**src/lrle_pkg.sv**
```systemverilog
// ----------------------------------------------------------------------------
// lrle_pkg
// shared types, character codes and defaults for the run-length body decoder
// ----------------------------------------------------------------------------
package lrle_pkg;

   localparam int DEFAULT_COORD_BITS = 20;
   localparam int DEFAULT_COUNT_BITS = 16;
   localparam int TOTAL_BITS         = 32;
   localparam int BYTE_BITS          = 8;
   localparam int DIGIT_BITS         = 4;

   localparam logic [TOTAL_BITS-1:0] LIMIT_RESET = '1;
   localparam logic [DIGIT_BITS-1:0] RADIX       = 4'd10;

   localparam logic [BYTE_BITS-1:0] CHAR_SPACE   = 8'h20;
   localparam logic [BYTE_BITS-1:0] CHAR_TAB     = 8'h09;
   localparam logic [BYTE_BITS-1:0] CHAR_CR      = 8'h0d;
   localparam logic [BYTE_BITS-1:0] CHAR_LF      = 8'h0a;
   localparam logic [BYTE_BITS-1:0] CHAR_ZERO    = 8'h30;
   localparam logic [BYTE_BITS-1:0] CHAR_NINE    = 8'h39;
   localparam logic [BYTE_BITS-1:0] CHAR_DEAD    = 8'h62;  // b
   localparam logic [BYTE_BITS-1:0] CHAR_DOT     = 8'h2e;
   localparam logic [BYTE_BITS-1:0] CHAR_ALIVE   = 8'h6f;  // o
   localparam logic [BYTE_BITS-1:0] CHAR_UPPER_A = 8'h41;
   localparam logic [BYTE_BITS-1:0] CHAR_UPPER_B = 8'h42;
   localparam logic [BYTE_BITS-1:0] CHAR_UPPER_Z = 8'h5a;
   localparam logic [BYTE_BITS-1:0] CHAR_ROW     = 8'h24;  // $
   localparam logic [BYTE_BITS-1:0] CHAR_END     = 8'h21;  // !

   typedef enum logic [2:0] {
      KIND_SPACE,
      KIND_DIGIT,
      KIND_BLANK,
      KIND_COUNTED,
      KIND_UNCOUNTED,
      KIND_NEWROW,
      KIND_END,
      KIND_OTHER
   } char_kind_type;

   typedef struct packed {
      char_kind_type         kind;
      logic [DIGIT_BITS-1:0] digit;
   } char_class_type;

   typedef enum logic [1:0] {
      EV_RUN      = 2'd0,
      EV_OK       = 2'd1,
      EV_TOO_MANY = 2'd2,
      EV_NO_END   = 2'd3
   } event_type;

endpackage

```
**src/life_rle_body_decoder.sv**
```systemverilog
// ----------------------------------------------------------------------------
// life_rle_body_decoder
// run-length pattern body decoder; unless rsp stalls, one character per cycle
// ----------------------------------------------------------------------------
// The req channel carries one body character per request in req_tdata, with
// req_tlast on the final character of the data. Every request goes into an
// input register; once the output register is free or being drained, a short
// decode updates the count, cursor and live total and, when the character
// produces one, loads a result into the output register. A result thus passes
// the input register and then the output register before rsp_tvalid rises.
// Throughput is one character per cycle, held by the combinational decode; the
// input register keeps taking requests as long as each result is drained.
// rsp_tuser gives the event (run, ok, too many cells, no terminator) and
// rsp_tdata the run column, row, length and counted live total.
// A stalled rsp channel holds its result; once the input register also fills,
// req_tready drops until the result is taken.
// The csr channel writes the live cell limit and is always ready; write it
// only while no request is in flight.
// Reset (synchronous, active high) clears cursor, count, total and the done
// flag, empties both registers and sets the limit to all ones.
// ----------------------------------------------------------------------------
module life_rle_body_decoder #(
   parameter int COORD_BITS = lrle_pkg::DEFAULT_COORD_BITS,
   parameter int COUNT_BITS = lrle_pkg::DEFAULT_COUNT_BITS,
   localparam int DATA_BITS  = 2 * COORD_BITS + COUNT_BITS + lrle_pkg::TOTAL_BITS,
   localparam int TDATA_BITS = ((DATA_BITS + 7) / 8) * 8
) (
   input  logic                                clock,
   input  logic                                reset,
   input  logic                                req_tvalid,
   output logic                                req_tready,
   input  logic [lrle_pkg::BYTE_BITS-1:0]      req_tdata,   // data_byte
   input  logic                                req_tlast,   // last_byte
   output logic                                rsp_tvalid,
   input  logic                                rsp_tready,
   // run_x, run_y, run_length, live_total, zero pad
   output logic [TDATA_BITS-1:0]               rsp_tdata,
   output logic [1:0]                          rsp_tuser,   // event_res
   input  logic                                csr_valid,
   output logic                                csr_ready,
   input  logic [lrle_pkg::TOTAL_BITS-1:0]     csr_wdata    // live_limit
);

   logic                             in_valid_ff, in_valid_in;
   logic [lrle_pkg::BYTE_BITS-1:0]   in_byte_ff;
   logic                             in_last_ff;
   logic [lrle_pkg::TOTAL_BITS-1:0]  live_limit_ff;

   logic                             rsp_valid_ff, rsp_valid_in;
   logic [DATA_BITS-1:0]             rsp_data_ff;
   lrle_pkg::event_type              rsp_event_ff;

   logic                             step;
   lrle_pkg::char_class_type         char_class;
   logic                             emit;
   lrle_pkg::event_type              event_res;
   logic [COORD_BITS-1:0]            run_x, run_y;
   logic [COUNT_BITS-1:0]            run_length;
   logic [lrle_pkg::TOTAL_BITS-1:0]  live_total;

   // decode advances when the output register is free or being drained
   assign step       = in_valid_ff && (!rsp_valid_ff || rsp_tready);
   assign req_tready = !in_valid_ff || step;
   assign csr_ready  = 1'b1;

   assign in_valid_in  = (req_tvalid && req_tready) || (in_valid_ff && !step);
   assign rsp_valid_in = (step && emit) || (rsp_valid_ff && !rsp_tready);

   lrle_classify u_classify (
      .data_byte  (in_byte_ff),
      .char_class (char_class)
   );

   lrle_core #(
      .COORD_BITS (COORD_BITS),
      .COUNT_BITS (COUNT_BITS)
   ) u_core (
      .clock      (clock),
      .reset      (reset),
      .step_valid (step),
      .char_class (char_class),
      .step_last  (in_last_ff),
      .live_limit (live_limit_ff),
      .emit       (emit),
      .event_res  (event_res),
      .run_x      (run_x),
      .run_y      (run_y),
      .run_length (run_length),
      .live_total (live_total)
   );

   always_ff @(posedge clock) begin
      if (reset) begin
         in_valid_ff   <= 1'b0;
         rsp_valid_ff  <= 1'b0;
         live_limit_ff <= lrle_pkg::LIMIT_RESET;
      end else begin
         in_valid_ff  <= in_valid_in;
         rsp_valid_ff <= rsp_valid_in;
         if (csr_valid && csr_ready) live_limit_ff <= csr_wdata;
      end
   end

   always_ff @(posedge clock) begin
      if (req_tvalid && req_tready) begin
         in_byte_ff <= req_tdata;
         in_last_ff <= req_tlast;
      end
      if (step && emit) begin
         rsp_data_ff  <= {live_total, run_length, run_y, run_x};
         rsp_event_ff <= event_res;
      end
   end

   assign rsp_tvalid = rsp_valid_ff;
   assign rsp_tdata  = TDATA_BITS'(rsp_data_ff);
   assign rsp_tuser  = rsp_event_ff;

endmodule

```
**src/lrle_classify.sv**
```systemverilog
// ----------------------------------------------------------------------------
// lrle_classify
// sorts one pattern character into its kind and extracts the digit value
// ----------------------------------------------------------------------------
module lrle_classify (
   input  logic [lrle_pkg::BYTE_BITS-1:0] data_byte,
   output lrle_pkg::char_class_type       char_class
);

   always_comb begin
      char_class.digit = lrle_pkg::DIGIT_BITS'(data_byte - lrle_pkg::CHAR_ZERO);
      priority if (data_byte == lrle_pkg::CHAR_SPACE || data_byte == lrle_pkg::CHAR_TAB ||
                   data_byte == lrle_pkg::CHAR_CR || data_byte == lrle_pkg::CHAR_LF) begin
         char_class.kind = lrle_pkg::KIND_SPACE;
      end else if (data_byte >= lrle_pkg::CHAR_ZERO && data_byte <= lrle_pkg::CHAR_NINE) begin
         char_class.kind = lrle_pkg::KIND_DIGIT;
      end else if (data_byte == lrle_pkg::CHAR_DEAD || data_byte == lrle_pkg::CHAR_DOT) begin
         char_class.kind = lrle_pkg::KIND_BLANK;
      end else if (data_byte == lrle_pkg::CHAR_ALIVE ||
                   data_byte == lrle_pkg::CHAR_UPPER_A) begin
         char_class.kind = lrle_pkg::KIND_COUNTED;
      end else if (data_byte == lrle_pkg::CHAR_ROW) begin
         char_class.kind = lrle_pkg::KIND_NEWROW;
      end else if (data_byte == lrle_pkg::CHAR_END) begin
         char_class.kind = lrle_pkg::KIND_END;
      end else if (data_byte >= lrle_pkg::CHAR_UPPER_B &&
                   data_byte <= lrle_pkg::CHAR_UPPER_Z) begin
         char_class.kind = lrle_pkg::KIND_UNCOUNTED;
      end else begin
         char_class.kind = lrle_pkg::KIND_OTHER;
      end
   end

endmodule

```
**src/lrle_core.sv**
```systemverilog
// ----------------------------------------------------------------------------
// lrle_core
// decoder state (count, cursor, live total, done) and per-character update
// ----------------------------------------------------------------------------
module lrle_core #(
   parameter int COORD_BITS = lrle_pkg::DEFAULT_COORD_BITS,
   parameter int COUNT_BITS = lrle_pkg::DEFAULT_COUNT_BITS
) (
   input  logic                                clock,
   input  logic                                reset,
   input  logic                                step_valid,
   input  lrle_pkg::char_class_type            char_class,
   input  logic                                step_last,
   input  logic [lrle_pkg::TOTAL_BITS-1:0]     live_limit,
   output logic                                emit,
   output lrle_pkg::event_type                 event_res,
   output logic [COORD_BITS-1:0]               run_x,
   output logic [COORD_BITS-1:0]               run_y,
   output logic [COUNT_BITS-1:0]               run_length,
   output logic [lrle_pkg::TOTAL_BITS-1:0]     live_total
);

   localparam int XW = ((COORD_BITS > COUNT_BITS) ? COORD_BITS : COUNT_BITS) + 1;
   localparam int PW = COUNT_BITS + lrle_pkg::DIGIT_BITS;
   localparam int LW = lrle_pkg::TOTAL_BITS + 1;

   logic [COUNT_BITS-1:0]           pending_ff, pending_in;
   logic [COORD_BITS-1:0]           cursor_x_ff, cursor_x_in;
   logic [COORD_BITS-1:0]           cursor_y_ff, cursor_y_in;
   logic [lrle_pkg::TOTAL_BITS-1:0] live_seen_ff, live_seen_in;
   logic                            done_ff, done_in;

   logic [COUNT_BITS-1:0]           count;
   logic [PW-1:0]                   digit_sum;
   logic [COUNT_BITS-1:0]           digit_next;
   logic [XW-1:0]                   x_sum, y_sum;
   logic [COORD_BITS-1:0]           x_adv, y_adv;
   logic [LW-1:0]                   live_sum;
   logic [lrle_pkg::TOTAL_BITS-1:0] live_add;

   // an empty count means a run of one
   assign count = (pending_ff == '0) ? COUNT_BITS'(1) : pending_ff;

   assign digit_sum  = PW'(pending_ff) * PW'(lrle_pkg::RADIX) + PW'(char_class.digit);
   assign digit_next = (digit_sum[PW-1:COUNT_BITS] != '0) ? '1 : digit_sum[COUNT_BITS-1:0];

   assign x_sum = XW'(cursor_x_ff) + XW'(count);
   assign y_sum = XW'(cursor_y_ff) + XW'(count);
   assign x_adv = (x_sum[XW-1:COORD_BITS] != '0) ? '1 : x_sum[COORD_BITS-1:0];
   assign y_adv = (y_sum[XW-1:COORD_BITS] != '0) ? '1 : y_sum[COORD_BITS-1:0];

   assign live_sum = LW'(live_seen_ff) + LW'(count);
   assign live_add = live_sum[LW-1] ? '1 : live_sum[lrle_pkg::TOTAL_BITS-1:0];

   always_comb begin
      pending_in   = pending_ff;
      cursor_x_in  = cursor_x_ff;
      cursor_y_in  = cursor_y_ff;
      live_seen_in = live_seen_ff;
      done_in      = done_ff;
      emit         = 1'b0;
      event_res    = lrle_pkg::EV_RUN;
      run_x        = '0;
      run_y        = '0;
      run_length   = '0;
      if (step_valid && !done_ff) begin
         unique case (char_class.kind)
            lrle_pkg::KIND_SPACE: begin
            end
            lrle_pkg::KIND_DIGIT: begin
               pending_in = digit_next;
            end
            lrle_pkg::KIND_BLANK: begin
               pending_in = '0;
               if (live_seen_ff <= live_limit) cursor_x_in = x_adv;
            end
            lrle_pkg::KIND_COUNTED: begin
               pending_in   = '0;
               live_seen_in = live_add;
               // compare against the updated total
               if (live_add < live_limit) begin
                  emit        = 1'b1;
                  run_x       = cursor_x_ff;
                  run_y       = cursor_y_ff;
                  run_length  = count;
                  cursor_x_in = x_adv;
               end
            end
            lrle_pkg::KIND_UNCOUNTED: begin
               pending_in  = '0;
               emit        = 1'b1;
               run_x       = cursor_x_ff;
               run_y       = cursor_y_ff;
               run_length  = count;
               cursor_x_in = x_adv;
            end
            lrle_pkg::KIND_NEWROW: begin
               pending_in = '0;
               if (live_seen_ff < live_limit) begin
                  cursor_y_in = y_adv;
                  cursor_x_in = '0;
               end
            end
            lrle_pkg::KIND_END: begin
               pending_in = '0;
               done_in    = 1'b1;
               emit       = 1'b1;
               event_res  = (live_seen_ff >= live_limit) ? lrle_pkg::EV_TOO_MANY
                                                         : lrle_pkg::EV_OK;
            end
            default: begin
               pending_in = '0;
            end
         endcase
         // final byte without terminator replaces any run with a status
         if (step_last && char_class.kind != lrle_pkg::KIND_END) begin
            done_in    = 1'b1;
            emit       = 1'b1;
            event_res  = lrle_pkg::EV_NO_END;
            run_x      = '0;
            run_y      = '0;
            run_length = '0;
         end
      end
   end

   assign live_total = live_seen_in;

   always_ff @(posedge clock) begin
      if (reset) begin
         pending_ff   <= '0;
         cursor_x_ff  <= '0;
         cursor_y_ff  <= '0;
         live_seen_ff <= '0;
         done_ff      <= 1'b0;
      end else begin
         pending_ff   <= pending_in;
         cursor_x_ff  <= cursor_x_in;
         cursor_y_ff  <= cursor_y_in;
         live_seen_ff <= live_seen_in;
         done_ff      <= done_in;
      end
   end

endmodule
```
**config.mk**
```make
export PLATFORM = sky130hd
export DESIGN_NAME = life_rle_body_decoder
export DESIGN_NICKNAME = d
export VERILOG_FILES = /design/src/lrle_pkg.sv /design/src/life_rle_body_decoder.sv /design/src/lrle_classify.sv /design/src/lrle_core.sv
export SDC_FILE = /design/constraint.sdc
export NUM_CORES = 1
export LEC_CHECK = 0
export BUFFER_PORTS_ARGS = -buffer_cell sky130_fd_sc_hd__buf_4
export CAP_MARGIN = 30
export CORE_MARGIN = 8
export CORE_UTILIZATION = 56
export CTS_BUF_LIST = sky130_fd_sc_hd__clkbuf_4 sky130_fd_sc_hd__clkbuf_8
export CTS_CLUSTER_DIAMETER = 150
export DETAILED_ROUTE_END_ITERATION = 12
export PLACE_DENSITY = 0.79
export SYNTH_ARGS = -nofsm -noshare
export SYNTH_HDL_FRONTEND = slang
export SYNTH_HIERARCHICAL = 1
export SYNTH_SLANG_ARGS = --single-unit
```
**constraint.sdc**
```tcl
create_clock -name clock -period 10.23 [get_ports clock]
set_input_delay 0.5115 -clock clock [delete_from_list [all_inputs] [get_ports clock]]
set_output_delay 0.5115 -clock clock [all_outputs]
set_load 0.005 [all_outputs]
```
# After elaboration in Yosys (flattened, before gate mapping)

Index checks and enable logic that the tools add are counted.
W data, S select, Z words.

Bits in registers: 222
Input port bits: 46
Output and inout bits: 93

$add $sub $neg: 5
Multipliers: 1
$lt $le $gt $ge: 8
Eq/ne operators: 20
Multiplexer cells: 34
Bitwise gates (word level): 2
Reductions and logical operators: 34

Operators with widths:

| kind                    | number |
|---|---|
| $mux W20                | 7 |
| $mux W32                | 3 |
| $pmux W20 S2            | 2 |
| $pmux W20 S4            | 1 |
| $lt A32 B32 Y1          | 2 |
| $pmux W16 S2            | 2 |
| $mux W16                | 3 |
| $add A20 B16 Y21        | 2 |
| $add A32 B16 Y33        | 1 |
| $eq A8 B6 Y1 const B    | 4 |
| $ge A32 B32 Y1          | 1 |
| $le A32 B32 Y1          | 1 |
| $eq A8 B4 Y1 const B    | 3 |
| $eq A8 B7 Y1 const B    | 3 |
| $add A20 B4 Y20         | 1 |
| $mul A16 B3 Y19 const B | 1 |
| $mux W3                 | 6 |
| $logic_not A16 Y1       | 1 |
| $eq A3 B3 Y1 const B    | 3 |
| $logic_and A1 B1 Y1     | 9 |
| $logic_or A1 B1 Y1      | 9 |
| $ge A8 B6 Y1 const B    | 1 |
| $ge A8 B7 Y1 const B    | 1 |
| $le A8 B6 Y1 const B    | 1 |
| 18 further kinds        | 36 |

# Logic depth before layout (Yosys ltp)

Depth in word-level cells: 16
Depth in mapped cells: 28
Gate-level depth less buffers: 25

# Modules after synthesis

Netlist, hierarchy kept.

By module, submodules not included:

| module                | instances | cells each | area each (sq um) | sequential area each (sq um) |
|---|---|---|---|---|
| lrle_core             | 1         | 1,285      | 9,788.1           | 1,781.7 |
| life_rle_body_decoder | 1         | 219        | 4,279.1           | 3,653.5 |
| lrle_classify         | 1         | 37         | 296.5             | 0.0 |

# Least setup slack after synthesis

Ideal clock, no wire load.

Path type: flip-flop to flip-flop
Start: register u_core.pending_ff[9]
End: register rsp_data_ff[0] (netlist: rsp_tdata[0]) (enable)
Data arrival time: 9,208 ps
Required time: 9,680 ps
Slack: 472 ps
Stages on the path, launching flop included: 26
Path buffers: 4
Period minus slack after synthesis: 9,758 ps
Path through: dfxtp_1 buf_4 clkbuf_1 nor4_1 a41o_1 ha_1 inv_1 fa_1 nor2b_1 o31ai_1 a21oi_1 or3b_1 nand2_1 clkbuf_1 clkbuf_1 nand2_1 ha_1 a2111oi_0 o21ai_1 a221o_1 or4b_1 a21oi_1 o211ai_1 a21oi_1 nand2_1 nor2b_1

Word-level cells in the longest chain between the ends: 10

Ends and longest elaborated chain:

| item                   | line                         | text |
|---|---|---|
| from (decl)            | lrle_core.sv:27              | `logic [COUNT_BITS-1:0] pending_ff, pending_in;` |
| from (signal assigned) | lrle_core.sv:137             | `pending_ff <= pending_in;` |
| $logic_not A16 Y1      | lrle_core.sv:42              | `assign count = (pending_ff == '0) ? COUNT_BITS'(1) : pending_ff;` |
| $mux W16 *             | lrle_core.sv:42              |  |
| $add A32 B16 Y33 *     | lrle_core.sv:52              | `assign live_sum = LW'(live_seen_ff) + LW'(count);` |
| $mux W32 *             | lrle_core.sv:53              | `assign live_add = live_sum[LW-1] ? '1 : live_sum[lrle_pkg::TOTAL_BITS-1:0];` |
| $lt A32 B32 Y1 *       | lrle_core.sv:81              | `if (live_add < live_limit) begin` |
| $mux W1 *              | lrle_core.sv:81              |  |
| $pmux W1 S2 *          | lrle_core.sv:67              | `unique case (char_class.kind)` |
| $mux W1 *              | lrle_core.sv:116             | `if (step_last && char_class.kind != lrle_pkg::KIND_END) begin` |
| $mux W1 *              | lrle_core.sv:66              | `if (step_valid && !done_ff) begin` |
| named net emit         | life_rle_body_decoder.sv:55  | `logic emit;` |
| $logic_and A1 B1 Y1 *  | life_rle_body_decoder.sv:109 | `if (step && emit) begin` |
| to (signal assigned)   | life_rle_body_decoder.sv:110 | `rsp_data_ff <= {live_total, run_length, run_y, run_x};` |
| to (decl)              | life_rle_body_decoder.sv:50  | `logic [DATA_BITS-1:0] rsp_data_ff;` |

The timed path passes the listed nets; every way through them passes the cells marked *.
A chain may end at the register's enable or synchronous reset.

# Final worst setup path

Start: register u_core.pending_ff[4]
End: register rsp_data_ff[86] (netlist: rsp_tdata[86]) (enable)

The elaborated chain is that of the path after synthesis.

==> out/metrics.cfg <==
[run_status]
status = finished, final reports clean

[setup_path]
reg2reg_to = rsp_tdata[86]
endpoint_kind = register
crit_family = compound AO/OA/AOI/OAI gates
path_class = reg -> reg
crit_path_top_delay_cell = dfxtp_1
critPathArrivalTime_ns = 7.48
cp_max_fo = 70
r2r_slack_ns = 2.94
ff2ff_path_depth = 24
rr_startpoint = u_core/pending_ff[4]
critical_path.endpoint = rsp_tdata[86]
worstPathCellList = nor4_1 > a41o_1 > ha_1 > inv_1 > fa_1 > nor2b_1 > o31ai_1 > a21oi_1 > or3b_1 > nand2_1 > buf_4 > o21ai_0 > o21a_1 > ha_1 > a2111oi_0 > o21ai_1 > a221o_1 > or4b_1 > a21oi_1 > o211ai_1 > a21oi_1 > nand2_1 > nor2b_4 > buf_12
crit_buf_inv = 3
crit_path_start_kind = register
setup.worst_path.start = u_core/pending_ff[4]
cp_common_cell = a21oi_1
crit_required_ns = 10.42
cpPeakStageDelay_ns = 0.88
cp.depth = 24

[timing]
max_freq_mhz = 137.1
tns_ns = 0
hold_viol = 0
tightest_slew_ns = 1.046
final.min_clock_period_ns = 7.294
rsz0062_at_grt = no
report.final.slew_viol_count = 0
relSlewSlack_pct = 30.04
finalCritPeriodShare_pct = 71.30
fin_skew_ns = 0.01944
setup_viol = 0

[detailed_routing]
drt-wirelength-per-cell_um = 18.80
drt_pass1_iterations = 6
drc = 0
drtAntennaViolNets = 0
via_per_inst = 6.119
via_count = 12310
wirelength_um = 37830
drt-initial-drc-count = 1209

[cells_and_area]
multi_input_area_um2 = 8277
drive_gt1_share_pct = 16.29
nets = 1833
area_growth_syn_to_layout_pct = 14.59
insertedDiodeCount = 0
fillers = 2078
seqCellArea_um2 = 5435
fin_cells = 2012

[power]
p_leak_nw = 7.593
ir_worst_vdd_v = 0.00009742
power_per_cell_area_nw_per_um2 = 124.3
p_total_w = 0.002047

[yosys]
synth_edf_count = 99
synthFlopType = dfxtp_1
synth.largest_area_cell = edfxtp_1
syn_inst = 1541
ys_types = 91
synthTopCellsByArea = edfxtp_1 (21%), dfxtp_1 (17%), ha_1 (11%)
synth-seq-cells = 222
avgSynthCellArea_um2 = 9.321
netlist.area_leader.share_pct = 20.70
synth_commonest_cells = ha_1 (130), dfxtp_1 (123), nand2_1 (122), nor2_1 (115), edfxtp_1 (99)
ys_async_sr_fraction_pct = 0
synthMostInstantiatedCell = ha_1
ys_warn_count = 6
synth.cell_area_um2 = 14360
synth_fp_nets = 1722
ys_seq_area_share_pct = 37.84

[die]
num_rows = 58
dieArea_um2 = 31030
die_x_um = 176.2
core_area_um2 = 25180
start_util_pct = 57.04
die_y_um = 176.2
io_pins = 139

[global_route]
antenna_found_initial = 0
grt.total_usage_pct = 23.51
grt_pass1_wl_um = 59890
grt_pass1_vias = 11690
grt_max_degree = 71
overflow = 0

[clock_network]
cts_buffer_depth = 3
cts.sinks = 222
htreeDepth = 2
clock-root-buffer = clkbuf_8
cts_tree = built
clk-insertion-delay-late_ns = 0.54
cts_hold_buf = 0
cts_resized = 0
clk_pin_slew_ns = 0.07
cts_setup_buffers = 0
cts_buffers = 38

[placed_design]
gp_congestion = 0.9997
io_buffers = 137
dp_hpwl_um = 27320
placed_cells = 1941

[worst_hold_path]
hold_class = in -> reg

[job]
cap_violations = 0

-- layout by cell type (no fill, tap or decap), types with 18 or more instances in the layout --
cell type  instances
nand3_1           27
xor2_1            28
nand4_1           19
nor2_1           115
xnor2_1           30
edfxtp_1          99
clkbuf_8          46
dfxtp_1          123
nor2b_1           42
and3_1            22
o21ai_0           59
nand2_1          122
a21o_1            22
nor3_1            42
buf_4            150
a211oi_1          18
inv_1             66
a21oi_1           87
ha_1             130
a211o_1           36
and2_1            91
a31oi_1           29
-- state kept, by name, summed over array words and instances (netlist names) --
signal and flops:
in_last_ff 1, live_limit_ff 32, in_byte_ff 8, in_valid_ff 1
u_core/done_ff 1, u_core/cursor_y_ff 20, u_core/pending_ff 16, u_core/live_seen_ff 32
rsp_tdata 88, rsp_tuser 2, u_core/cursor_x_ff 20, rsp_tvalid 1
-- routing by layer --
metal | vias up | global-route usage, % | share of wire (%)
met3 | 79 | 4.358 | 8.6
li1 | 5897 | - | -
met1 | 5770 | 32.03 | 44
met5 | - | 0 | 0
met4 | 0 | 8.195 | 2.6
met2 | 565 | 36.92 | 45
-- power by group --
part           leakage (nW)  total [W]  internal [W]  switching, W
Sequential             2.01   0.000951      0.000938     0.0000127
Clock                 0.490   0.000981      0.000606      0.000375
Combinational          5.10   0.000115     0.0000476     0.0000670
-- worst min path at each step --
stage / startpoint / to / slack (ns) / depth (start not counted)
global route: req_tdata[6] / in_byte_ff[6] / 0.13 / 1
floorplan: u_core/done_ff / u_core/done_ff / 0.45 / 2
finish: req_tdata[2] / in_byte_ff[2] / 0.16 / 1
detailed placement: u_core/done_ff / u_core/done_ff / 0.48 / 2
CTS: req_tdata[2] / in_byte_ff[2] / 0.13 / 1
global placement: u_core/done_ff / u_core/done_ff / 0.47 / 2
-- logic make-up (layout without fill, tap and decap cells) --
| kind of cell | after synthesis | after routing | synth area share [%] |
|---|---|---|---|
| and+or+nand+nor | 565 | 565 | 20.68 |
| other | 1 | 1 | 0.02611 |
| AOI/OAI and AO/OA | 385 | 385 | 19.05 |
| adders and majority gates | 148 | 148 | 12.94 |
| buffers and inverters | 146 | 287 | 4.687 |
| muxes | 16 | 16 | 1.237 |
| xor gates and xnor gates | 58 | 58 | 3.537 |
| DFF | 222 | 222 | 37.84 |
-- worst reg2reg max path, cell delays in order, from the launching register on --
cell and delay (ns):
dfxtp_1 0.88, nor4_1 0.15, a41o_1 0.28, ha_1 0.23, inv_1 0.07, fa_1 0.21
nor2b_1 0.07, o31ai_1 0.26, a21oi_1 0.19, or3b_1 0.46, nand2_1 0.08, buf_4 0.34
o21ai_0 0.18, o21a_1 0.15, ha_1 0.28, a2111oi_0 0.37, o21ai_1 0.12, a221o_1 0.35
or4b_1 0.57, a21oi_1 0.15, o211ai_1 0.21, a21oi_1 0.18, nand2_1 0.12, nor2b_4 0.57
buf_12 0.37
-- cell type report --
cell class                      count  share of cell area, %
Sequential cell                   222                  33.02
Multi-Input combinational cell   1173                  50.29
Timing Repair Buffer              151                  6.963
Inverter                           66                  1.505
Tap cell                          330                  2.509
Clock buffer                       58                  4.394
Clock inverter                     12                  1.323
-- stage by stage --
step | hold slack (ns) | setup slack, ns | util, % | cell area (um^2)
global route | 0.1322 | 2.595 | 65.36 | 16460
global placement | 0.4736 | 3.316 | 61.60 | 15510
floorplan | 0.4505 | 0.4718 | - | 14360
CTS | 0.1270 | 3.080 | 65.33 | 16450
detailed placement | 0.4848 | 3.100 | 61.60 | 15510
finish | 0.1552 | 2.936 | 65.36 | 16460
Power figures use the tool's default switching activity.
